$ cat src/rtcrf_pkg.sv
`default_nettype none
// ----------------------------------------------------------------------------
// rtcrf_pkg
// Shared types and constants of the serial clock chip register file.
// ----------------------------------------------------------------------------
package rtcrf_pkg;

	localparam int RAM_BYTES_DEF = 31;
	localparam int ADDR_W        = 5;
	localparam int TIME_REGS     = 7;
	localparam int TIME_AW       = 3;

	localparam logic [ADDR_W-1:0] PROTECT_ADDR = 5'd7;
	localparam logic [7:0]        SECONDS_RST  = 8'h80;

	// result status codes
	localparam logic [1:0] ST_OK        = 2'd0;
	localparam logic [1:0] ST_BAD_CMD   = 2'd1;
	localparam logic [1:0] ST_BAD_ADDR  = 2'd2;
	localparam logic [1:0] ST_PROTECTED = 2'd3;

	// controller to datapath commands
	typedef struct packed {
		logic load;
		logic exec;
	} ctrl_cmd_t;

endpackage
`default_nettype wire

$ cat src/rtcrf_if.sv
`default_nettype none
// ----------------------------------------------------------------------------
// rtcrf_cmd_if / rtcrf_rsp_if
// Valid/ready channels for command words and response words.
// ----------------------------------------------------------------------------
interface rtcrf_cmd_if;
	logic       valid;
	logic       ready;
	logic [7:0] command_byte;
	logic [7:0] write_data;

	modport source (output valid, output command_byte, output write_data, input ready);
	modport sink (input valid, input command_byte, input write_data, output ready);
endinterface

interface rtcrf_rsp_if;
	logic       valid;
	logic       ready;
	logic [7:0] read_data;
	logic [1:0] status;
	logic       clock_halted;

	modport source (output valid, output read_data, output status, output clock_halted,
		input ready);
	modport sink (input valid, input read_data, input status, input clock_halted,
		output ready);
endinterface
`default_nettype wire

$ cat src/rtc_serial_register_file.sv
// The command word is registered, then executed in the execute state, and the
// response word is held valid in the respond state until it is taken; a new word
// is taken only back in idle after the idle, execute and respond sequence.
// Reset (asynchronous, active low): seconds register 0x80 (clock halted),
// other clock registers zero, write protect set, scratch RAM all zero.
`default_nettype none
// ----------------------------------------------------------------------------
// rtc_serial_register_file
// Device side register interface of a serial real-time clock chip.
// ----------------------------------------------------------------------------
module rtc_serial_register_file #(
	parameter int RAM_BYTES = rtcrf_pkg::RAM_BYTES_DEF
) (
	input  wire logic    clk,
	input  wire logic    arst_n,
	rtcrf_cmd_if.sink    cmd,
	rtcrf_rsp_if.source  rsp
);
	import rtcrf_pkg::*;

	ctrl_cmd_t ctrl;

	rtcrf_ctrl u_ctrl (
		.clk       (clk),
		.arst_n    (arst_n),
		.cmd_valid (cmd.valid),
		.cmd_ready (cmd.ready),
		.rsp_valid (rsp.valid),
		.rsp_ready (rsp.ready),
		.ctrl      (ctrl)
	);

	rtcrf_dp #(
		.RAM_BYTES (RAM_BYTES)
	) u_dp (
		.clk          (clk),
		.arst_n       (arst_n),
		.ctrl         (ctrl),
		.command_byte (cmd.command_byte),
		.write_data   (cmd.write_data),
		.read_data    (rsp.read_data),
		.status       (rsp.status),
		.clock_halted (rsp.clock_halted)
	);

	// one word in flight: no new word while a response is pending
	a_one_in_flight: assert property (@(posedge clk) disable iff (!arst_n)
		rsp.valid |-> !cmd.ready)
		else $error("command taken while response pending");

	// a taken word is executed before its response shows
	a_exec_gap: assert property (@(posedge clk) disable iff (!arst_n)
		(cmd.valid && cmd.ready) |=> (!rsp.valid && !cmd.ready))
		else $error("response without execute cycle");

	// rejected transfers return zero data
	a_reject_zero: assert property (@(posedge clk) disable iff (!arst_n)
		(rsp.valid && rsp.status != ST_OK) |-> (rsp.read_data == 8'd0))
		else $error("nonzero data on rejected transfer");

	// the halt bit only moves when a word executes
	a_halt_stable: assert property (@(posedge clk) disable iff (!arst_n)
		(rsp.valid && $past(rsp.valid)) |-> $stable(rsp.clock_halted))
		else $error("clock halt bit changed while response held");

endmodule
`default_nettype wire

$ cat src/rtcrf_ctrl.sv
`default_nettype none
// ----------------------------------------------------------------------------
// rtcrf_ctrl
// Sequencer: take a word, execute it in the datapath, hold the response.
// ----------------------------------------------------------------------------
module rtcrf_ctrl (
	input  wire logic               clk,
	input  wire logic               arst_n,
	input  wire logic               cmd_valid,
	output logic                    cmd_ready,
	output logic                    rsp_valid,
	input  wire logic               rsp_ready,
	output rtcrf_pkg::ctrl_cmd_t    ctrl
);
	import rtcrf_pkg::*;

	localparam logic [1:0] S_IDLE = 2'd0;
	localparam logic [1:0] S_EXEC = 2'd1;
	localparam logic [1:0] S_RESP = 2'd2;

	logic [1:0] state_q;
	logic [1:0] state_d;

	assign cmd_ready = (state_q == S_IDLE);
	assign rsp_valid = (state_q == S_RESP);
	assign ctrl.load = cmd_valid && cmd_ready;
	assign ctrl.exec = (state_q == S_EXEC);

	always_comb begin
		state_d = state_q;
		unique case (state_q)
			S_IDLE: begin
				if (cmd_valid) state_d = S_EXEC;
			end
			S_EXEC: state_d = S_RESP;
			S_RESP: begin
				if (rsp_ready) state_d = S_IDLE;
			end
			default: state_d = S_IDLE;
		endcase
	end

	always_ff @(posedge clk or negedge arst_n) begin
		if (!arst_n) begin
			state_q <= S_IDLE;
		end else begin
			state_q <= state_d;
		end
	end

endmodule
`default_nettype wire

$ cat src/rtcrf_dp.sv
`default_nettype none
// ----------------------------------------------------------------------------
// rtcrf_dp
// Command decode, clock registers, write protect, scratch RAM, response regs.
// ----------------------------------------------------------------------------
module rtcrf_dp #(
	parameter int RAM_BYTES = rtcrf_pkg::RAM_BYTES_DEF
) (
	input  wire logic                 clk,
	input  wire logic                 arst_n,
	input  wire rtcrf_pkg::ctrl_cmd_t ctrl,
	input  wire logic [7:0]           command_byte,
	input  wire logic [7:0]           write_data,
	output logic [7:0]                read_data,
	output logic [1:0]                status,
	output logic                      clock_halted
);
	import rtcrf_pkg::*;

	localparam int RAM_AW = (RAM_BYTES > 1) ? $clog2(RAM_BYTES) : 1;
	localparam logic [ADDR_W-1:0] RAM_LIMIT = ADDR_W'(RAM_BYTES);

	logic [7:0]        cmd_q;
	logic [7:0]        wdata_q;
	logic [7:0]        time_q [TIME_REGS];
	logic              prot_q;
	logic [7:0]        ram_q [RAM_BYTES];
	logic [7:0]        rd_q;
	logic [1:0]        st_q;

	logic [ADDR_W-1:0] addr;
	logic              is_read;
	logic              is_ram;
	logic [TIME_AW-1:0] time_idx;
	logic [RAM_AW-1:0] ram_idx;
	logic [7:0]        rd_d;
	logic [1:0]        st_d;
	logic              wr_time;
	logic              wr_prot;
	logic              wr_ram;

	assign addr     = cmd_q[5:1];
	assign is_read  = cmd_q[0];
	assign is_ram   = cmd_q[6];
	assign time_idx = addr[TIME_AW-1:0];
	assign ram_idx  = RAM_AW'(addr);

	// bad command wins over address fault, which wins over protection
	always_comb begin
		rd_d    = 8'd0;
		st_d    = ST_OK;
		wr_time = 1'b0;
		wr_prot = 1'b0;
		wr_ram  = 1'b0;
		priority if (!cmd_q[7]) begin
			st_d = ST_BAD_CMD;
		end else if (is_ram) begin
			priority if (addr >= RAM_LIMIT || RAM_BYTES > 31) begin
				st_d = ST_BAD_ADDR;
			end else if (is_read) begin
				rd_d = ram_q[ram_idx];
			end else if (prot_q) begin
				st_d = ST_PROTECTED;
			end else begin
				wr_ram = 1'b1;
			end
		end else begin
			priority if (addr > PROTECT_ADDR) begin
				st_d = ST_BAD_ADDR;
			end else if (addr == PROTECT_ADDR) begin
				if (is_read) begin
					rd_d = {prot_q, 7'd0};
				end else begin
					wr_prot = 1'b1;
				end
			end else if (is_read) begin
				rd_d = time_q[time_idx];
			end else if (prot_q) begin
				st_d = ST_PROTECTED;
			end else begin
				wr_time = 1'b1;
			end
		end
	end

	always_ff @(posedge clk) begin
		if (ctrl.load) begin
			cmd_q   <= command_byte;
			wdata_q <= write_data;
		end
		if (ctrl.exec) begin
			rd_q <= rd_d;
			st_q <= st_d;
		end
	end

	always_ff @(posedge clk or negedge arst_n) begin
		if (!arst_n) begin
			for (int i = 0; i < TIME_REGS; i++) begin
				time_q[i] <= (i == 0) ? SECONDS_RST : 8'd0;
			end
			prot_q <= 1'b1;
			for (int i = 0; i < RAM_BYTES; i++) begin
				ram_q[i] <= 8'd0;
			end
		end else if (ctrl.exec) begin
			if (wr_time) time_q[time_idx] <= wdata_q;
			if (wr_prot) prot_q <= wdata_q[7];
			if (wr_ram) ram_q[ram_idx] <= wdata_q;
		end
	end

	assign read_data    = rd_q;
	assign status       = st_q;
	assign clock_halted = time_q[0][7];

endmodule
`default_nettype wire

$ cat src/flat_wrapper.sv
// flat-port wrapper written by rule: the top's interface ports become plain ports
module rtc_serial_register_file_flat import rtcrf_pkg::*;
#(
	parameter int RAM_BYTES = rtcrf_pkg::RAM_BYTES_DEF
)
  (clk, arst_n, cmd_valid, cmd_command_byte, cmd_write_data, cmd_ready, rsp_valid, rsp_read_data, rsp_status, rsp_clock_halted, rsp_ready);
  rtcrf_cmd_if cmd_i ();
  rtcrf_rsp_if rsp_i ();
  input  wire logic clk;
  input  wire logic arst_n;
  input wire logic [$bits(cmd_i.valid)-1:0] cmd_valid;
  input wire logic [$bits(cmd_i.command_byte)-1:0] cmd_command_byte;
  input wire logic [$bits(cmd_i.write_data)-1:0] cmd_write_data;
  output wire logic [$bits(cmd_i.ready)-1:0] cmd_ready;
  output wire logic [$bits(rsp_i.valid)-1:0] rsp_valid;
  output wire logic [$bits(rsp_i.read_data)-1:0] rsp_read_data;
  output wire logic [$bits(rsp_i.status)-1:0] rsp_status;
  output wire logic [$bits(rsp_i.clock_halted)-1:0] rsp_clock_halted;
  input wire logic [$bits(rsp_i.ready)-1:0] rsp_ready;
  assign cmd_i.valid = cmd_valid;
  assign cmd_i.command_byte = cmd_command_byte;
  assign cmd_i.write_data = cmd_write_data;
  assign cmd_ready = cmd_i.ready;
  assign rsp_valid = rsp_i.valid;
  assign rsp_read_data = rsp_i.read_data;
  assign rsp_status = rsp_i.status;
  assign rsp_clock_halted = rsp_i.clock_halted;
  assign rsp_i.ready = rsp_ready;
  rtc_serial_register_file #(.RAM_BYTES(RAM_BYTES)) u_core (.clk(clk), .arst_n(arst_n), .cmd(cmd_i), .rsp(rsp_i));
endmodule
$ cat config.mk
export PLATFORM = sky130hd
export DESIGN_NAME = rtc_serial_register_file_flat
export DESIGN_NICKNAME = d
export VERILOG_FILES = /design/src/rtcrf_pkg.sv /design/src/rtcrf_if.sv /design/src/rtc_serial_register_file.sv /design/src/rtcrf_ctrl.sv /design/src/rtcrf_dp.sv /design/src/flat_wrapper.sv
export SDC_FILE = /design/constraint.sdc
export NUM_CORES = 1
export LEC_CHECK = 0
export ABC_AREA = 1
export BUFFER_PORTS_ARGS = -buffer_cell sky130_fd_sc_hd__clkbuf_2
export CELL_PAD_IN_SITES_DETAIL_PLACEMENT = 1
export CELL_PAD_IN_SITES_GLOBAL_PLACEMENT = 1
export CORE_ASPECT_RATIO = 1.25
export CORE_MARGIN = 4
export CORE_UTILIZATION = 50
export DETAILED_ROUTE_END_ITERATION = 10
export PLACE_DENSITY = 0.8
export SETUP_SLACK_MARGIN = 0.1
export SLEW_MARGIN = 20
export SYNTH_ARGS = -nofsm -noshare
export SYNTH_HDL_FRONTEND = slang
export SYNTH_SLANG_ARGS = --single-unit
$ cat constraint.sdc
create_clock -name clk -period 6.5 [get_ports clk]
set_input_delay 0.65 -clock clk [delete_from_list [all_inputs] [get_ports clk]]
set_output_delay 0.65 -clock clk [all_outputs]
set_load 0.1 [all_outputs]
==> flow_metrics.env, run 1 <==
export IMPL_die_w_um=165
export IMPL_num_antenna_cells=0
export IMPL_ys_warn_count=0
export IMPL_numCtsBuffers=37
export IMPL_crit_top_cell="nand2_1"
export IMPL_syn_inst=1942
export IMPL_whs_ns=0.112
export IMPL_slew_viol_final=0
export IMPL_ff_latch_area_mm2=0.00847
export IMPL_grt_use_met2=0.482
export IMPL_start_util=0.509
export IMPL_hold_viol=0
export IMPL_cp_max_fo=29
export IMPL_vias=13047
export IMPL_finalCritPeriodShare=0.544
export IMPL_ys_seq_area_frac=0.549
export IMPL_grt_pass1_vias=13633
export IMPL_grt_use_met3=0.0359
export IMPL_tns_ns=0
export IMPL_grtUsageMet1=0.388
export IMPL_die_height_um=204
export IMPL_cts_max_path_buffers=3
export IMPL_dieArea_mm2=0.0337
export IMPL_cp_end_kind="register"
export IMPL_cts_root_buffer_cell="clkbuf_16"
export IMPL_coreArea_mm2=0.0303
export IMPL_post_cts_repair_setup_buffers=0
export IMPL_wl_mm=46.8
export IMPL_post_route_min_period_ns=3.54
export IMPL_switchingPower_uw=1770
export IMPL_dp_slack_ns=3.05
export IMPL_fillers=3747
export IMPL_rsz0062_at_grt="no"
export IMPL_clock_skew_ns=0.0177
export IMPL_cp_cell_sequence="inv_2 -> nor2_1 -> nand2_1 -> nand2_2 -> nor3_4 -> buf_4 -> nand3_1 -> nand2_1 -> o21ai_0"
export IMPL_syn_area_mm2=0.0154
export IMPL_syn_mean_instance_area_um2=7.94
export IMPL_finalWorstSetupSlack_ns=2.96
export IMPL_fin_util=0.556
export IMPL_rows=71
export IMPL_ctsHoldBuffers=0
export IMPL_cp_slowest_stage_delay_ns=0.85
export IMPL_vias_per_cell=5.58
export IMPL_tritoncts="done"
export IMPL_ir_drop_uv=272
export IMPL_worstMarginPinSlew_ns=1.07
export IMPL_arrival_ns=3.96
export IMPL_syn_num_nets=1962
export IMPL_p_leak_uw=0.00820
export IMPL_pin_count=33
export IMPL_p_comb_frac=0.177
export IMPL_grt_busiest_layer="met2"
export IMPL_grt_max_degree=145
export IMPL_critical_path_class="register to register"
export IMPL_hpwl_mm=27.9
export IMPL_fin_nets=1932
export IMPL_final_setup_viol_count=0
export IMPL_port_buffers=32
export IMPL_switching_share=0.325
export IMPL_r2r_slack_ns=2.96
export IMPL_cp_num_buf_inv=2
export IMPL_layout_drive_gt1_share=0.0744
export IMPL_ys_ff_latch=333
export IMPL_clkPwrFrac=0.382
export IMPL_p_seq_frac=0.441
export IMPL_p_int_uw=3680
export IMPL_gp_congestion=0.835
export IMPL_grt_pass1_wl_mm=75.7
export IMPL_grt_usage=0.287
export IMPL_hold_class="input port to asynchronous set/reset pin"
export IMPL_syn2layout_area_growth_pct=9.24
export IMPL_critPathSlowestCell="edfxtp_1"
export IMPL_grt_ovfl_total=0
export IMPL_pwr_density_cell_mw_per_mm2=323
export IMPL_startpoint_type="register"
export IMPL_drt_iter0_drc=1043
export IMPL_wl_per_cell_um=20.0
export IMPL_cp_top_family="simple AND/OR/NAND/NOR gates"
export IMPL_stdcell_area_mm2=0.0169
export IMPL_htree_num_levels=2
export IMPL_dr_pass1_iters=5
export IMPL_drc_errors=0
export IMPL_status="finished, final reports clean"
export IMPL_synth_cell_types=34
export IMPL_multi_input_area_mm2=0.00624
export IMPL_ant_nets=0
export IMPL_cts_resized=0
export IMPL_slew_headroom=0.285
export IMPL_place_area_mm2=0.0157
export IMPL_clk_latency_ns=0.54
export IMPL_clk_pin_slew_worst_paths_ns=0.06
export IMPL_clock_fmax_ghz=0.283
export IMPL_cts_sinks=333
export IMPL_antenna_found_initial=0
export IMPL_drv_cap=0
export IMPL_worstPathRequired_ns=6.93
-- per-stage QoR --
stage,power (uW),cells
after floorplan,3040,1942
after global placement,3370,2274
after detailed placement,3400,2274
after CTS,5490,2337
after global routing,5680,2337
final,5440,2337
-- final cells by class --
type / instances / area share
Inverter: 26 / 0.00586
Tap cell: 401 / 0.0298
Sequential cell: 333 / 0.502
Timing Repair Buffer: 56 / 0.0215
Clock inverter: 12 / 0.00772
Clock buffer: 51 / 0.0628
Multi-Input combinational cell: 1458 / 0.370
-- power by group through the flow --
stage          Sequential [uW]  Clock, uW  Combinational [uW]
2_1_floorplan             2490          0                 553
3_3_place_gp              2430          0                 943
3_5_place_dp              2430          0                 964
4_1_cts                   2400       2120                 972
5_1_grt                   2420       2210                1050
6_report                  2400       2080                 964
-- cell usage in the layout, fill, tap and decap left out, types with 2 or more instances in the layout --
master,count
a21oi_1,17
a22oi_1,2
buf_4,23
bufinv_16,2
clkbuf_1,6
clkbuf_16,37
clkbuf_2,31
clkbuf_8,8
clkinv_1,3
clkinv_2,5
clkinv_4,2
clkinvlp_4,2
dfrtp_1,305
dfstp_2,2
edfxtp_1,26
inv_1,19
inv_2,3
inv_6,2
nand2_1,1003
nand2_2,3
nand3_1,59
nand3_2,3
nand3_4,10
nand4_1,9
nor2_1,33
nor2_2,3
nor2_4,2
nor3_1,2
o211ai_1,5
o21ai_0,216
o21ai_1,83
-- sequential cells by signal (all words and copies together), names as in the netlist --
name,count
u_core.u_ctrl.state_q,2
u_core.u_dp.clock_halted,1
u_core.u_dp.cmd_q,8
u_core.u_dp.prot_q,1
u_core.u_dp.ram_q,248
u_core.u_dp.read_data,8
u_core.u_dp.status,2
u_core.u_dp.time_q,55
u_core.u_dp.wdata_q,8
-- per-layer routing --
| metal | vias up | wire, um |
|---|---|---|
| met3 | 87 | 1660 |
| met5 | - | 0 |
| met2 | 246 | 23200 |
| met1 | 6563 | 20500 |
| li1 | 6151 | - |
| met4 | 0 | 1500 |
-- path summary, 6_finish.rpt --
kind | startpoint | endpoint | cells after the start
setup / recovery | u_core.u_dp.cmd_q[3] | u_core.u_dp.ram_q[215] | 9
hold / removal | arst_n | u_core.u_dp.ram_q[81] | 1
setup reg to reg | u_core.u_dp.cmd_q[3] | u_core.u_dp.ram_q[215] | 9
hold reg to reg | u_core.u_dp.time_q[5] | u_core.u_dp.time_q[5] | 2
max in group asynchronous | arst_n | u_core.u_dp.ram_q[118] | 2
min in group clk | cmd_command_byte[6] | u_core.u_dp.cmd_q[6] | 1
-- cells by family (layout without fill, tap and decap cells) --
kind of cell	after synthesis	in the layout	synth area share
compound gates	324	324	0.106
flops	333	333	0.549
simple gates	1134	1134	0.297
buf+inv	151	145	0.0475
-- Yosys cell counts (all sizes together) --
master     n  area [um2]
clkbuf    52         195
dfstp      2        52.6
a21oi     17        85.1
edfxtp    26         781
a22oi      2        15.0
nand2   1006        3780
inv       23        86.3
nand3     72         500
or2        1        6.26
buf       73         440
nor4       2        27.5
dfrtp    305        7630
clkinv     3        11.3
o21ai    299        1500
nor2      38         163
a21o       1        7.51
nand4      9        56.3
nor3b      2        15.0
o211ai     5        37.5
nor3       4        36.3
No activity file was read; power rests on OpenSTA's default activity.
==> inputs of run 2 (changes only) <==
--- a/config.mk
+++ b/config.mk
@@ -11,9 +11,9 @@
 export CELL_PAD_IN_SITES_GLOBAL_PLACEMENT = 1
 export CORE_ASPECT_RATIO = 1.25
 export CORE_MARGIN = 4
-export CORE_UTILIZATION = 50
+export CORE_UTILIZATION = 47
 export DETAILED_ROUTE_END_ITERATION = 10
-export PLACE_DENSITY = 0.8
+export PLACE_DENSITY = 0.76
 export SETUP_SLACK_MARGIN = 0.1
 export SLEW_MARGIN = 20
 export SYNTH_ARGS = -nofsm -noshare
==> constraint.sdc (replaced) <==
create_clock -name clk -period 3.65 [get_ports clk]
set_input_delay 0.365 -clock clk [delete_from_list [all_inputs] [get_ports clk]]
set_output_delay 0.365 -clock clk [all_outputs]
set_load 0.1 [all_outputs]
==> run 2 against run 1 <==
Against the previous run:
- utilization decreased by 1.8 points
- count of clock-buffer cells in the layout increased by 3
- clock power increased by 75%
- routed wire length increased by 3.8%
- critical endpoint is now u_core.u_dp.ram_q[40]
==> flow_metrics.env, run 2 (synthesis results as in run 1) <==
export IMPL_status="finished, final reports clean"
export IMPL_most_common_layout_cells="nand2_1, dfrtp_1, o21ai_0"
export IMPL_antenna_found_initial=0
export IMPL_worstMarginPinSlew_ns=0.959
export IMPL_critical_path_class="register to register"
export IMPL_stdcell_area_mm2=0.0173
export IMPL_post_route_min_period_ns=2.77
export IMPL_cp_cell_sequence="inv_1 -> nand2_1 -> clkinv_1 -> nand3_2 -> nor3_4 -> buf_4 -> nand3_1 -> o21ai_0"
export IMPL_worstPathRequired_ns=4.06
export IMPL_slew_headroom=0.357
export IMPL_hold_viol=0
export IMPL_die_height_um=211
export IMPL_finalCritPeriodShare=0.759
export IMPL_place_area_mm2=0.0159
export IMPL_drt_iter0_drc=961
export IMPL_layout_commonest_cell="nand2_1"
export IMPL_min_to="u_core.u_dp.cmd_q[1]"
export IMPL_cts_max_path_buffers=3
export IMPL_drc_errors=0
export IMPL_tns_ns=0
export IMPL_rows=73
export IMPL_gp_congestion=0.829
export IMPL_r2r_end="u_core.u_dp.ram_q[40]"
export IMPL_fin_nets=1973
export IMPL_port_buffers=32
export IMPL_cp_top_family="simple AND/OR/NAND/NOR gates"
export IMPL_coreArea_mm2=0.0321
export IMPL_grt_max_degree=92
export IMPL_whs_ns=0.0644
export IMPL_num_antenna_cells=0
export IMPL_dr_pass1_iters=5
export IMPL_dieArea_mm2=0.0358
export IMPL_wl_per_cell_um=20.3
export IMPL_clock_skew_ns=0.0279
export IMPL_final_setup_viol_count=0
export IMPL_p_leak_uw=0.00841
export IMPL_drv_cap=0
export IMPL_pin_count=33
export IMPL_largest_reg_flops=248
export IMPL_start_util=0.481
export IMPL_dp_slack_ns=0.902
export IMPL_ant_nets=0
export IMPL_reg_largest_list="u_core.u_dp.ram_q x248, u_core.u_dp.time_q x55"
export IMPL_rr_worst_depth=8
export IMPL_die_w_um=170
export IMPL_syn2layout_area_growth_pct=11.9
export IMPL_finalWorstSetupSlack_ns=0.879
export IMPL_ir_drop_uv=510
export IMPL_wl_mm=48.6
export IMPL_cts_root_buffer_cell="clkbuf_16"
export IMPL_cp_end_kind="register"
export IMPL_grt_pass1_wl_mm=78.3
export IMPL_clock_fmax_ghz=0.361
export IMPL_rr_startpoint="u_core.u_ctrl.state_q[1]"
export IMPL_cts_sinks=333
export IMPL_clk_pin_slew_worst_paths_ns=0.07
export IMPL_pwr_density_cell_mw_per_mm2=564
export IMPL_hpwl_mm=30.5
export IMPL_rsz0062_at_grt="no"
export IMPL_startpoint_type="register"
export IMPL_cp_slowest_stage_delay_ns=0.51
export IMPL_vias=13168
export IMPL_grt_pass1_vias=13920
export IMPL_vias_per_cell=5.50
export IMPL_htree_num_levels=2
export IMPL_cp_num_buf_inv=3
export IMPL_hold_class="input port to register"
export IMPL_cp_max_fo=20
export IMPL_r2r_slack_ns=0.88
export IMPL_arrival_ns=3.19
export IMPL_top_register="u_core.u_dp.ram_q"
export IMPL_slew_viol_final=0
export IMPL_grt_usage=0.278
export IMPL_cts_resized=0
export IMPL_hold_depth=1
export IMPL_worstHoldStart="cmd_command_byte[1]"
export IMPL_grt_ovfl_total=0
export IMPL_tritoncts="done"
export IMPL_clk_latency_ns=0.54
export IMPL_critPathSlowestCell="nand3_1"
export IMPL_numCtsBuffers=37
export IMPL_layout_drive_gt1_share=0.0833
==> run 2: changes by cell type in the layout (fill, tap and decap cells not counted), sizes merged <==
cell,change
clkinv,+6
bufinv,-1
buf,+25
inv,-2
clkbuf,+3
clkinvlp,-2
dlygate4sd3,+16
==> run 2: how the worst max path moves through the flow <==
stage,from,end,cells after the start,slack [ns]
2_1_floorplan,u_core.u_ctrl.state_q[0],u_core.u_dp.cmd_q[0],1,1.57
3_3_place_gp,u_core.u_ctrl.state_q[1],u_core.u_dp.ram_q[42],8,1.07
3_5_place_dp,u_core.u_ctrl.state_q[1],u_core.u_dp.ram_q[40],8,0.90
4_1_cts,u_core.u_ctrl.state_q[1],u_core.u_dp.ram_q[40],8,0.87
5_1_grt,u_core.u_ctrl.state_q[1],u_core.u_dp.ram_q[46],8,0.65
6_report,u_core.u_ctrl.state_q[1],u_core.u_dp.ram_q[40],8,0.88
==> run 2: routing by layer <==
layer	track usage	up-vias	share of wire
li1	-	6221	-
met3	0.0328	81	0.036
met4	0.0829	0	0.029
met1	0.377	6591	0.44
met5	0	-	0
met2	0.470	275	0.50
==> run 2: final cells by class <==
class	instances	area (um2)
multi-input combinational	1458	6240
timing repair buffer	97	773
tap	412	515
clock buffer	54	1080
fill	3928	14800
inverter	26	98.8
sequential	333	8470
clock inverter	13	88.8
==> run 2: where the power goes <==
part           switching (uW)  internal [uW]  leakage (uW)
Combinational            1450            380       0.00332
Clock                    1530           2130      0.000581
Sequential                199           4060       0.00451
Total                    3170           6570       0.00841
==> run 2: worst register-to-register path, cell delays in order, from the launching register on <==
cell,delay [ns]
dfrtp_1,0.42
inv_1,0.09
nand2_1,0.10
clkinv_1,0.30
nand3_2,0.24
nor3_4,0.25
buf_4,0.36
nand3_1,0.53
o21ai_0,0.38
==> run 2: per-stage QoR <==
step	power, uW	util	std cells
6_report	9740	0.538	2393
5_1_grt	10200	0.538	2393
4_1_cts	9820	0.538	2393
3_5_place_dp	6130	0.497	2310
3_3_place_gp	6080	0.497	2310
2_1_floorplan	5420	-	1942
==> run 2: repair_timing <==
item	in CTS	in global routing
setup buffers	0	0
hold buffers	16	0
endpoints found under the setup margin	0	0
hold endpoints to repair	102	0
